## config.mk

```make
export PLATFORM = sky130hd
export DESIGN_NAME = candidate_address_frequency_table
export DESIGN_NICKNAME = d
export VERILOG_FILES = /design/src/hdl/caft_pkg.sv /design/src/hdl/candidate_address_frequency_table.sv /design/src/hdl/caft_ctrl.sv /design/src/hdl/caft_dpath.sv
export SDC_FILE = /design/constraint.sdc
export NUM_CORES = 1
export LEC_CHECK = 0
export ABC_CLOCK_PERIOD_IN_PS = 8500
export BUFFER_PORTS_ARGS = -buffer_cell sky130_fd_sc_hd__buf_4
export CELL_PAD_IN_SITES_DETAIL_PLACEMENT = 1
export CELL_PAD_IN_SITES_GLOBAL_PLACEMENT = 1
export CORE_ASPECT_RATIO = 0.75
export CORE_MARGIN = 2
export CORE_UTILIZATION = 54
export DETAILED_ROUTE_END_ITERATION = 8
export PLACE_DENSITY_LB_ADDON = 0.08
export SYNTH_ARGS = -nofsm -noshare
export SYNTH_HDL_FRONTEND = slang
export SYNTH_SLANG_ARGS = --single-unit
```

## constraint.sdc

```tcl
create_clock -name clk -period 8.5 [get_ports clk]
set_clock_uncertainty 0.15 [all_clocks]
set_input_delay 0.85 -clock clk [delete_from_list [all_inputs] [get_ports clk]]
set_output_delay 0.85 -clock clk [all_outputs]
set_load 0.01 [all_outputs]
```

## src/hdl/caft_pkg.sv

```systemverilog
// ----------------------------------------------------------------------------
// caft_pkg
// shared constants and controller/datapath interface types for the
// candidate address frequency table
// ----------------------------------------------------------------------------
package caft_pkg;

	localparam int TABLE_ENTRIES = 10;
	localparam int ADDR_W        = 32;
	localparam int HIT_W         = 3;
	localparam int IDX_W         = $clog2(TABLE_ENTRIES);
	localparam int CNT_W         = $clog2(TABLE_ENTRIES + 1);

	localparam logic [HIT_W-1:0] CAP_RESET  = HIT_W'(5);
	localparam logic [HIT_W-1:0] HIT_NEW    = HIT_W'(1);
	localparam logic [HIT_W-1:0] HIT_CLEAR  = '0;
	localparam logic [CNT_W-1:0] FULL_COUNT = CNT_W'(TABLE_ENTRIES);
	localparam logic [CNT_W-1:0] HALF_COUNT = CNT_W'(TABLE_ENTRIES / 2);
	localparam logic [IDX_W-1:0] LAST_IDX   = IDX_W'(TABLE_ENTRIES - 1);
	localparam logic [IDX_W-1:0] LAST_PIVOT = IDX_W'(TABLE_ENTRIES - 2);

	localparam logic MODE_OBSERVE = 1'b0;
	localparam logic MODE_CLEAR   = 1'b1;

	typedef struct packed {
		logic capture;
		logic lookup;
		logic clear;
		logic update;
		logic append;
		logic sort_init;
		logic load;
		logic sweep;
		logic store;
		logic halve;
		logic result;
	} caft_cmd_t;

	typedef struct packed {
		logic clear_req;
		logic found;
		logic full;
		logic last_j;
		logic last_i;
		logic out_free;
	} caft_status_t;

endpackage

```

## src/hdl/candidate_address_frequency_table.sv

```systemverilog
// ----------------------------------------------------------------------------
// candidate_address_frequency_table
// frequency table of observed 32-bit addresses with saturating hit counts
// ----------------------------------------------------------------------------
// One item at a time. An item that hits or appends passes through accept,
// lookup, update or append, and result load; an item in clear mode empties
// the table at lookup and goes on to result load. An item that finds the
// table full first runs the exchange sort, one compare-exchange per cycle
// against a held pivot, with a load, sweep and store for each pivot, and the
// table is then cut to its higher-count half before the append. A finished
// result sits in the output register, and the next item is accepted while it
// waits. count_cap may be written at any time the block is idle; cfg_ready is always high.
module candidate_address_frequency_table import caft_pkg::*; (
	input  logic              clk,
	input  logic              arst_n,
	input  logic              cfg_valid,
	output logic              cfg_ready,
	input  logic [HIT_W-1:0]  cfg_data,
	input  logic              in_valid,
	output logic              in_ready,
	input  logic              mode,
	input  logic [ADDR_W-1:0] address,
	output logic              out_valid,
	input  logic              out_ready,
	output logic [HIT_W-1:0]  hit_count,
	output logic              repeated,
	output logic              table_pruned
);

	caft_cmd_t    cmd;
	caft_status_t status;

	assign cfg_ready = 1'b1;

	caft_ctrl u_ctrl (
		.clk      (clk),
		.arst_n   (arst_n),
		.in_valid (in_valid),
		.in_ready (in_ready),
		.status   (status),
		.cmd      (cmd)
	);

	caft_dpath u_dpath (
		.clk          (clk),
		.arst_n       (arst_n),
		.cmd          (cmd),
		.status       (status),
		.cfg_valid    (cfg_valid),
		.cfg_data     (cfg_data),
		.mode         (mode),
		.address      (address),
		.out_valid    (out_valid),
		.out_ready    (out_ready),
		.hit_count    (hit_count),
		.repeated     (repeated),
		.table_pruned (table_pruned)
	);

	// one item in flight
	a_busy_after_accept: assert property (@(posedge clk) disable iff (!arst_n)
		(in_valid && in_ready) |=> !in_ready)
		else $error("item accepted while previous item in progress");

	// a pruned table always appends the new address with count one
	a_pruned_is_new: assert property (@(posedge clk) disable iff (!arst_n)
		(out_valid && table_pruned) |-> (hit_count == HIT_NEW))
		else $error("pruned result without new entry count");

	// at most one table access command per cycle
	a_one_access: assert property (@(posedge clk) disable iff (!arst_n)
		$onehot0({cmd.update, cmd.append, cmd.load, cmd.sweep, cmd.store, cmd.clear}))
		else $error("conflicting table commands");

	// a result is loaded only into a free output register
	a_no_overwrite: assert property (@(posedge clk) disable iff (!arst_n)
		cmd.result |-> (!out_valid || out_ready))
		else $error("result overwrites pending output");

endmodule

```

## src/hdl/caft_ctrl.sv

```systemverilog
// ----------------------------------------------------------------------------
// caft_ctrl
// sequencer for lookup, update, append and the exchange sort that prunes
// a full table
// ----------------------------------------------------------------------------
module caft_ctrl import caft_pkg::*; (
	input  logic         clk,
	input  logic         arst_n,
	input  logic         in_valid,
	output logic         in_ready,
	input  caft_status_t status,
	output caft_cmd_t    cmd
);

	localparam logic [2:0] ST_IDLE   = 3'd0;
	localparam logic [2:0] ST_LOOKUP = 3'd1;
	localparam logic [2:0] ST_UPDATE = 3'd2;
	localparam logic [2:0] ST_LOAD   = 3'd3;
	localparam logic [2:0] ST_SWEEP  = 3'd4;
	localparam logic [2:0] ST_STORE  = 3'd5;
	localparam logic [2:0] ST_APPEND = 3'd6;
	localparam logic [2:0] ST_RESULT = 3'd7;

	logic [2:0] state_q;
	logic [2:0] state_d;

	assign in_ready = (state_q == ST_IDLE);

	always_comb begin
		state_d = state_q;
		cmd     = '0;
		case (state_q)
			ST_IDLE: begin
				if (in_valid) begin
					cmd.capture = 1'b1;
					state_d     = ST_LOOKUP;
				end
			end
			ST_LOOKUP: begin
				cmd.lookup = 1'b1;
				if (status.clear_req) begin
					cmd.clear = 1'b1;
					state_d   = ST_RESULT;
				end else if (status.found) begin
					state_d = ST_UPDATE;
				end else if (status.full) begin
					cmd.sort_init = 1'b1;
					state_d       = ST_LOAD;
				end else begin
					state_d = ST_APPEND;
				end
			end
			ST_UPDATE: begin
				cmd.update = 1'b1;
				state_d    = ST_RESULT;
			end
			ST_LOAD: begin
				cmd.load = 1'b1;
				state_d  = ST_SWEEP;
			end
			ST_SWEEP: begin
				cmd.sweep = 1'b1;
				if (status.last_j) begin
					state_d = ST_STORE;
				end
			end
			ST_STORE: begin
				cmd.store = 1'b1;
				if (status.last_i) begin
					cmd.halve = 1'b1;
					state_d   = ST_APPEND;
				end else begin
					state_d = ST_LOAD;
				end
			end
			ST_APPEND: begin
				cmd.append = 1'b1;
				state_d    = ST_RESULT;
			end
			ST_RESULT: begin
				if (status.out_free) begin
					cmd.result = 1'b1;
					state_d    = ST_IDLE;
				end
			end
			default: begin
				state_d = ST_IDLE;
			end
		endcase
	end

	always_ff @(posedge clk or negedge arst_n) begin
		if (!arst_n) begin
			state_q <= ST_IDLE;
		end else begin
			state_q <= state_d;
		end
	end

endmodule

```

## src/hdl/caft_dpath.sv

```systemverilog
// ----------------------------------------------------------------------------
// caft_dpath
// address and count storage, parallel lookup, compare-exchange unit for the
// sort, count cap register and result register
// ----------------------------------------------------------------------------
module caft_dpath import caft_pkg::*; (
	input  logic              clk,
	input  logic              arst_n,
	input  caft_cmd_t         cmd,
	output caft_status_t      status,
	input  logic              cfg_valid,
	input  logic [HIT_W-1:0]  cfg_data,
	input  logic              mode,
	input  logic [ADDR_W-1:0] address,
	output logic              out_valid,
	input  logic              out_ready,
	output logic [HIT_W-1:0]  hit_count,
	output logic              repeated,
	output logic              table_pruned
);

	logic [ADDR_W-1:0] addr_mem [TABLE_ENTRIES];
	logic [HIT_W-1:0]  cnt_mem  [TABLE_ENTRIES];

	logic              mode_q;
	logic [ADDR_W-1:0] addr_q;
	logic [HIT_W-1:0]  cap_q;
	logic [CNT_W-1:0]  used_q;
	logic [IDX_W-1:0]  idx_q;
	logic [IDX_W-1:0]  i_q;
	logic [IDX_W-1:0]  j_q;
	logic [ADDR_W-1:0] hold_addr_q;
	logic [HIT_W-1:0]  hold_cnt_q;
	logic [HIT_W-1:0]  hit_q;
	logic              pruned_q;
	logic              out_valid_q;
	logic [HIT_W-1:0]  out_hit_q;
	logic              out_rep_q;
	logic              out_pruned_q;

	logic              found_c;
	logic [IDX_W-1:0]  match_idx_c;
	logic [IDX_W-1:0]  rd_idx;
	logic [ADDR_W-1:0] rd_addr;
	logic [HIT_W-1:0]  rd_cnt;
	logic [HIT_W-1:0]  new_cnt;
	logic              swap;
	logic              wr_en;
	logic [IDX_W-1:0]  wr_idx;
	logic [ADDR_W-1:0] wr_addr;
	logic [HIT_W-1:0]  wr_cnt;

	// lowest matching valid entry
	always_comb begin
		found_c     = 1'b0;
		match_idx_c = '0;
		for (int k = TABLE_ENTRIES - 1; k >= 0; k--) begin
			if ((addr_mem[k] == addr_q) && (CNT_W'(k) < used_q)) begin
				found_c     = 1'b1;
				match_idx_c = IDX_W'(k);
			end
		end
	end

	// single read port
	always_comb begin
		if (cmd.load) begin
			rd_idx = i_q;
		end else if (cmd.sweep) begin
			rd_idx = j_q;
		end else begin
			rd_idx = idx_q;
		end
	end

	assign rd_addr = addr_mem[rd_idx];
	assign rd_cnt  = cnt_mem[rd_idx];
	assign new_cnt = (rd_cnt < cap_q) ? rd_cnt + HIT_W'(1) : rd_cnt;
	assign swap    = cmd.sweep && (hold_cnt_q < rd_cnt);

	// single write port
	always_comb begin
		wr_en   = 1'b0;
		wr_idx  = idx_q;
		wr_addr = rd_addr;
		wr_cnt  = new_cnt;
		if (swap) begin
			wr_en   = 1'b1;
			wr_idx  = j_q;
			wr_addr = hold_addr_q;
			wr_cnt  = hold_cnt_q;
		end else if (cmd.store) begin
			wr_en   = 1'b1;
			wr_idx  = i_q;
			wr_addr = hold_addr_q;
			wr_cnt  = hold_cnt_q;
		end else if (cmd.update) begin
			wr_en   = 1'b1;
		end else if (cmd.append) begin
			wr_en   = 1'b1;
			wr_idx  = used_q[IDX_W-1:0];
			wr_addr = addr_q;
			wr_cnt  = HIT_NEW;
		end
	end

	always_ff @(posedge clk) begin
		if (wr_en) begin
			addr_mem[wr_idx] <= wr_addr;
			cnt_mem[wr_idx]  <= wr_cnt;
		end
	end

	// item payload and sort working registers
	always_ff @(posedge clk) begin
		if (cmd.capture) begin
			mode_q <= mode;
			addr_q <= address;
		end
		if (cmd.lookup) begin
			idx_q <= match_idx_c;
		end
		if (cmd.sort_init) begin
			i_q <= '0;
		end else if (cmd.store) begin
			i_q <= IDX_W'(i_q + 1'b1);
		end
		if (cmd.load) begin
			j_q         <= IDX_W'(i_q + 1'b1);
			hold_addr_q <= rd_addr;
			hold_cnt_q  <= rd_cnt;
		end else if (cmd.sweep) begin
			j_q <= IDX_W'(j_q + 1'b1);
			if (swap) begin
				hold_addr_q <= rd_addr;
				hold_cnt_q  <= rd_cnt;
			end
		end
		if (cmd.clear) begin
			hit_q <= HIT_CLEAR;
		end else if (cmd.update) begin
			hit_q <= new_cnt;
		end else if (cmd.append) begin
			hit_q <= HIT_NEW;
		end
		if (cmd.result) begin
			out_hit_q    <= hit_q;
			out_rep_q    <= (hit_q > HIT_W'(1));
			out_pruned_q <= pruned_q;
		end
	end

	always_ff @(posedge clk or negedge arst_n) begin
		if (!arst_n) begin
			cap_q       <= CAP_RESET;
			used_q      <= '0;
			pruned_q    <= 1'b0;
			out_valid_q <= 1'b0;
		end else begin
			if (cfg_valid) begin
				cap_q <= cfg_data;
			end
			if (cmd.clear) begin
				used_q <= '0;
			end else if (cmd.halve) begin
				used_q <= HALF_COUNT;
			end else if (cmd.append) begin
				used_q <= CNT_W'(used_q + 1'b1);
			end
			if (cmd.capture) begin
				pruned_q <= 1'b0;
			end else if (cmd.sort_init) begin
				pruned_q <= 1'b1;
			end
			if (cmd.result) begin
				out_valid_q <= 1'b1;
			end else if (out_ready) begin
				out_valid_q <= 1'b0;
			end
		end
	end

	assign status.clear_req = (mode_q == MODE_CLEAR);
	assign status.found     = found_c;
	assign status.full      = (used_q == FULL_COUNT);
	assign status.last_j    = (j_q == LAST_IDX);
	assign status.last_i    = (i_q == LAST_PIVOT);
	assign status.out_free  = !out_valid_q || out_ready;

	assign out_valid    = out_valid_q;
	assign hit_count    = out_hit_q;
	assign repeated     = out_rep_q;
	assign table_pruned = out_pruned_q;

endmodule
```

==> results.md <==
* Status: finished, final reports clean
* Initial core utilization at around 55%
* Core area at approximately 56000 µm²
* Layout area overhead at 10.8%
* Syn Inst Count at around 2100
* Synth cell types at between 60 and 70
* Largest net degree at the start of global routing at between 100 and 150
* Reg-to-reg endpoint: u_dpath.addr_mem[10][11]
* Reg clk slew, reported paths at approximately 0.060 ns
* CTS tree: yes
* Clock root buffer: clkbuf_16
* Critical path startpoint: u_ctrl.state_q[2]
* Flops & latches, synth at between 600 and 700
* Post-layout min period at 6.97 ns
* Gp weighted congestion at slightly above 1
* Critical path arrival at 7.11 ns
* Post-synthesis average cell area at 14.5 µm²
* CTS Buffer Depth at 3
* Port bufs at 47
* Post_cts resized at 0
* Number of synthesized flops with an enable pin at approximately 620
* Clock sink count at around 640
* DR iter-0 viols at between 2000 and 3000
* Row cnt at 75
* Worst slew margin at under 10%
* WP data required at just under 9 ns
* Final hold violations at 0
* Nets at around 2200
* Max Cap Violations at 0
* R2R Path Start: u_ctrl.state_q[2]
* Layout cells sized above 1 at 10.3%
* Setup bufs post-CTS at 0
* Pins Over Slew Limit at 0
* Most frequent cells in the layout: edfxtp_1, mux2i_1, xnor2_1, nand2_1, buf_4
* Top FF cell, synth: edfxtp_1
* CP startpoint kind: flop
* Final cycle utilization of the critical path at roughly four fifths
* ANT nets after route at 0
* CTS Buf Count at 61
* Slew at the pin closest to its max-slew limit at around 1.5 ns
* Aggregate routed wire length at approximately 98000 µm
* Worst Reg2Reg Path Length in Cells at 13
* Drt drc at 0
* Initial antenna violation count at 2
* Post-Syn Nets at about 2200
* FILL cells at ~5200
* Final setup viols at 0
* Global-route wire length before repair at about 140000 µm
* I/O Pins at a little under 50
* R2R setup slack at 1.53 ns
* Drt via density at ~6.4
* Sequential area share after synthesis at 62.8%
* Synth warn at 0
* Die area at 58400 µm²
* Setup TNS Final at 0 ns
* Most common cell after layout, fill and taps aside: edfxtp_1
* Crit Path Class: flop to flop
* GRT overflow at 0
* Crit path capture type: flop
* RSZ-0062 raised after global routing: no
* Pre-antenna DRT Iters at 6
* Skew-Pair Late Insertion Delay at 0.65 ns
* Via Count at 18795
* Die height at 210 µm
* Drt wl/cell at 33.7 µm
* Antenna diodes at 0
* Max frequency at about 140 MHz
* CTS H-Tree Depth at 2
* Post-synthesis cell area at a little over 30000 µm²
* HP Class: input pin to flop
* FFs w/ async S/R, synth at around 1.9%
* CP max FO at 45
* Cts hold-fix bufs at 1
* HPWL after detailed placement at roughly 67000 µm
* Vias in the first global route at 18882
* DIE WIDTH at between 200 and 300 µm
* Tot GR Track Use at roughly 34%
* CP endpoint: u_dpath.addr_mem[10][11]
## per-layer routing
metal,share of wire (%),GRT usage [%],up-vias,wire (µm)
met5,0.012,0,-,12
li1,-,-,7990,-
met2,45,51.7,880,44100
met1,43,49.3,9762,42300
met3,9.2,6.49,161,9020
met4,2.9,9.06,2,2820
## flip-flops by register name, summed over array words and instances (netlist names), 3 cells and up
register             flops
u_ctrl.state_q           3
u_dpath.addr_mem       512
u_dpath.addr_q          32
u_dpath.cap_q            3
u_dpath.cnt_mem         30
u_dpath.hit_count        3
u_dpath.hit_q            3
u_dpath.hold_addr_q     32
u_dpath.hold_cnt_q       3
u_dpath.i_q              4
u_dpath.idx_q            4
u_dpath.j_q              4
u_dpath.used_q           4
## area by class of cell
type | count | area [µm²] | area share (%)
Sequential cell | 642 | 19200 | 56.7
Clock buffer | 75 | 1600 | 4.74
Tap cell | 731 | 915 | 2.71
Inverter | 20 | 75.1 | 0.222
Multi-Input combinational cell | 1322 | 10900 | 32.4
Timing Repair Buffer | 93 | 751 | 2.22
Clock inverter | 38 | 355 | 1.05
## Yosys cell counts, types with 3 or more instances
library cell | n | area, µm²
edfxtp_1 | 623 | 18700
mux2i_1 | 488 | 4880
xnor2_1 | 252 | 2210
nand2_1 | 102 | 383
xor2_1 | 78 | 683
buf_2 | 76 | 380
nand4_1 | 67 | 419
nor2_1 | 66 | 248
a21oi_1 | 41 | 205
a31oi_1 | 34 | 213
nor4_1 | 26 | 163
nand3_1 | 24 | 120
inv_1 | 20 | 75.1
o21ai_0 | 19 | 95.1
buf_4 | 18 | 135
nor3_1 | 18 | 90.1
clkbuf_1 | 17 | 63.8
ha_1 | 12 | 150
o22ai_1 | 11 | 68.8
dfrtp_1 | 10 | 250
dfxtp_1 | 7 | 140
nor2b_1 | 7 | 43.8
a211oi_1 | 6 | 45.0
buf_1 | 5 | 18.8
and3_1 | 4 | 25.0
mux2_2 | 4 | 45.0
nand2b_1 | 4 | 25.0
a41oi_1 | 3 | 26.3
and2_1 | 3 | 18.8
nand4b_1 | 3 | 26.3
o211ai_1 | 3 | 22.5
o21ai_1 | 3 | 15.0
## worst max-delay path, cell delays in order, from the launching register on
cell	delay (ns)
dfrtp_1	1.00
inv_1	0.42
o22ai_1	0.34
a221o_4	0.28
buf_4	0.64
and2_1	0.26
a211oi_1	0.07
a211oi_2	0.35
inv_1	0.10
ha_1	0.22
nor3_1	0.72
nand4b_1	0.64
a21oi_4	0.87
buf_4	0.51
## metrics by stage
step / cells / setup WS [ns] / hold slack, ns / area [µm²] / utilization [%]
detailed placement: 2806 / 1.69 / 0.288 / 31800 / 56.9
finish: 2921 / 1.53 / 0.226 / 33800 / 60.5
global placement: 2806 / 1.91 / 0.291 / 31800 / 56.9
global route: 2921 / 1.14 / 0.221 / 33800 / 60.5
CTS: 2920 / 1.63 / 0.208 / 33700 / 60.4
floorplan: 2102 / 2.46 / 0.259 / 30500 / -
## cells by family after synthesis
family / share of synthesized area (%)
flops: 62.8
mux: 16.2
simple gates: 5.50
xor+xnor: 9.48
compound gates: 3.23
buf+inv: 2.28
fa+ha+maj: 0.492
other cells: 0.0123
## worst min path at each step
stage,start,to,slack (ns),depth (start not counted)
6_report,address[22],u_dpath.addr_q[22],0.23,1
5_1_grt,address[7],u_dpath.addr_q[7],0.22,1
4_1_cts,address[22],u_dpath.addr_q[22],0.21,1
3_5_place_dp,u_dpath.pruned_q,u_dpath.table_pruned,0.29,0
3_3_place_gp,u_dpath.hit_q[0],u_dpath.hit_count[0],0.29,0
2_1_floorplan,u_dpath.hit_q[0],u_dpath.hit_count[0],0.26,0
Power is not shown: default switching activity piles up to over one toggle a cycle in this logic, so the estimate is an artifact.
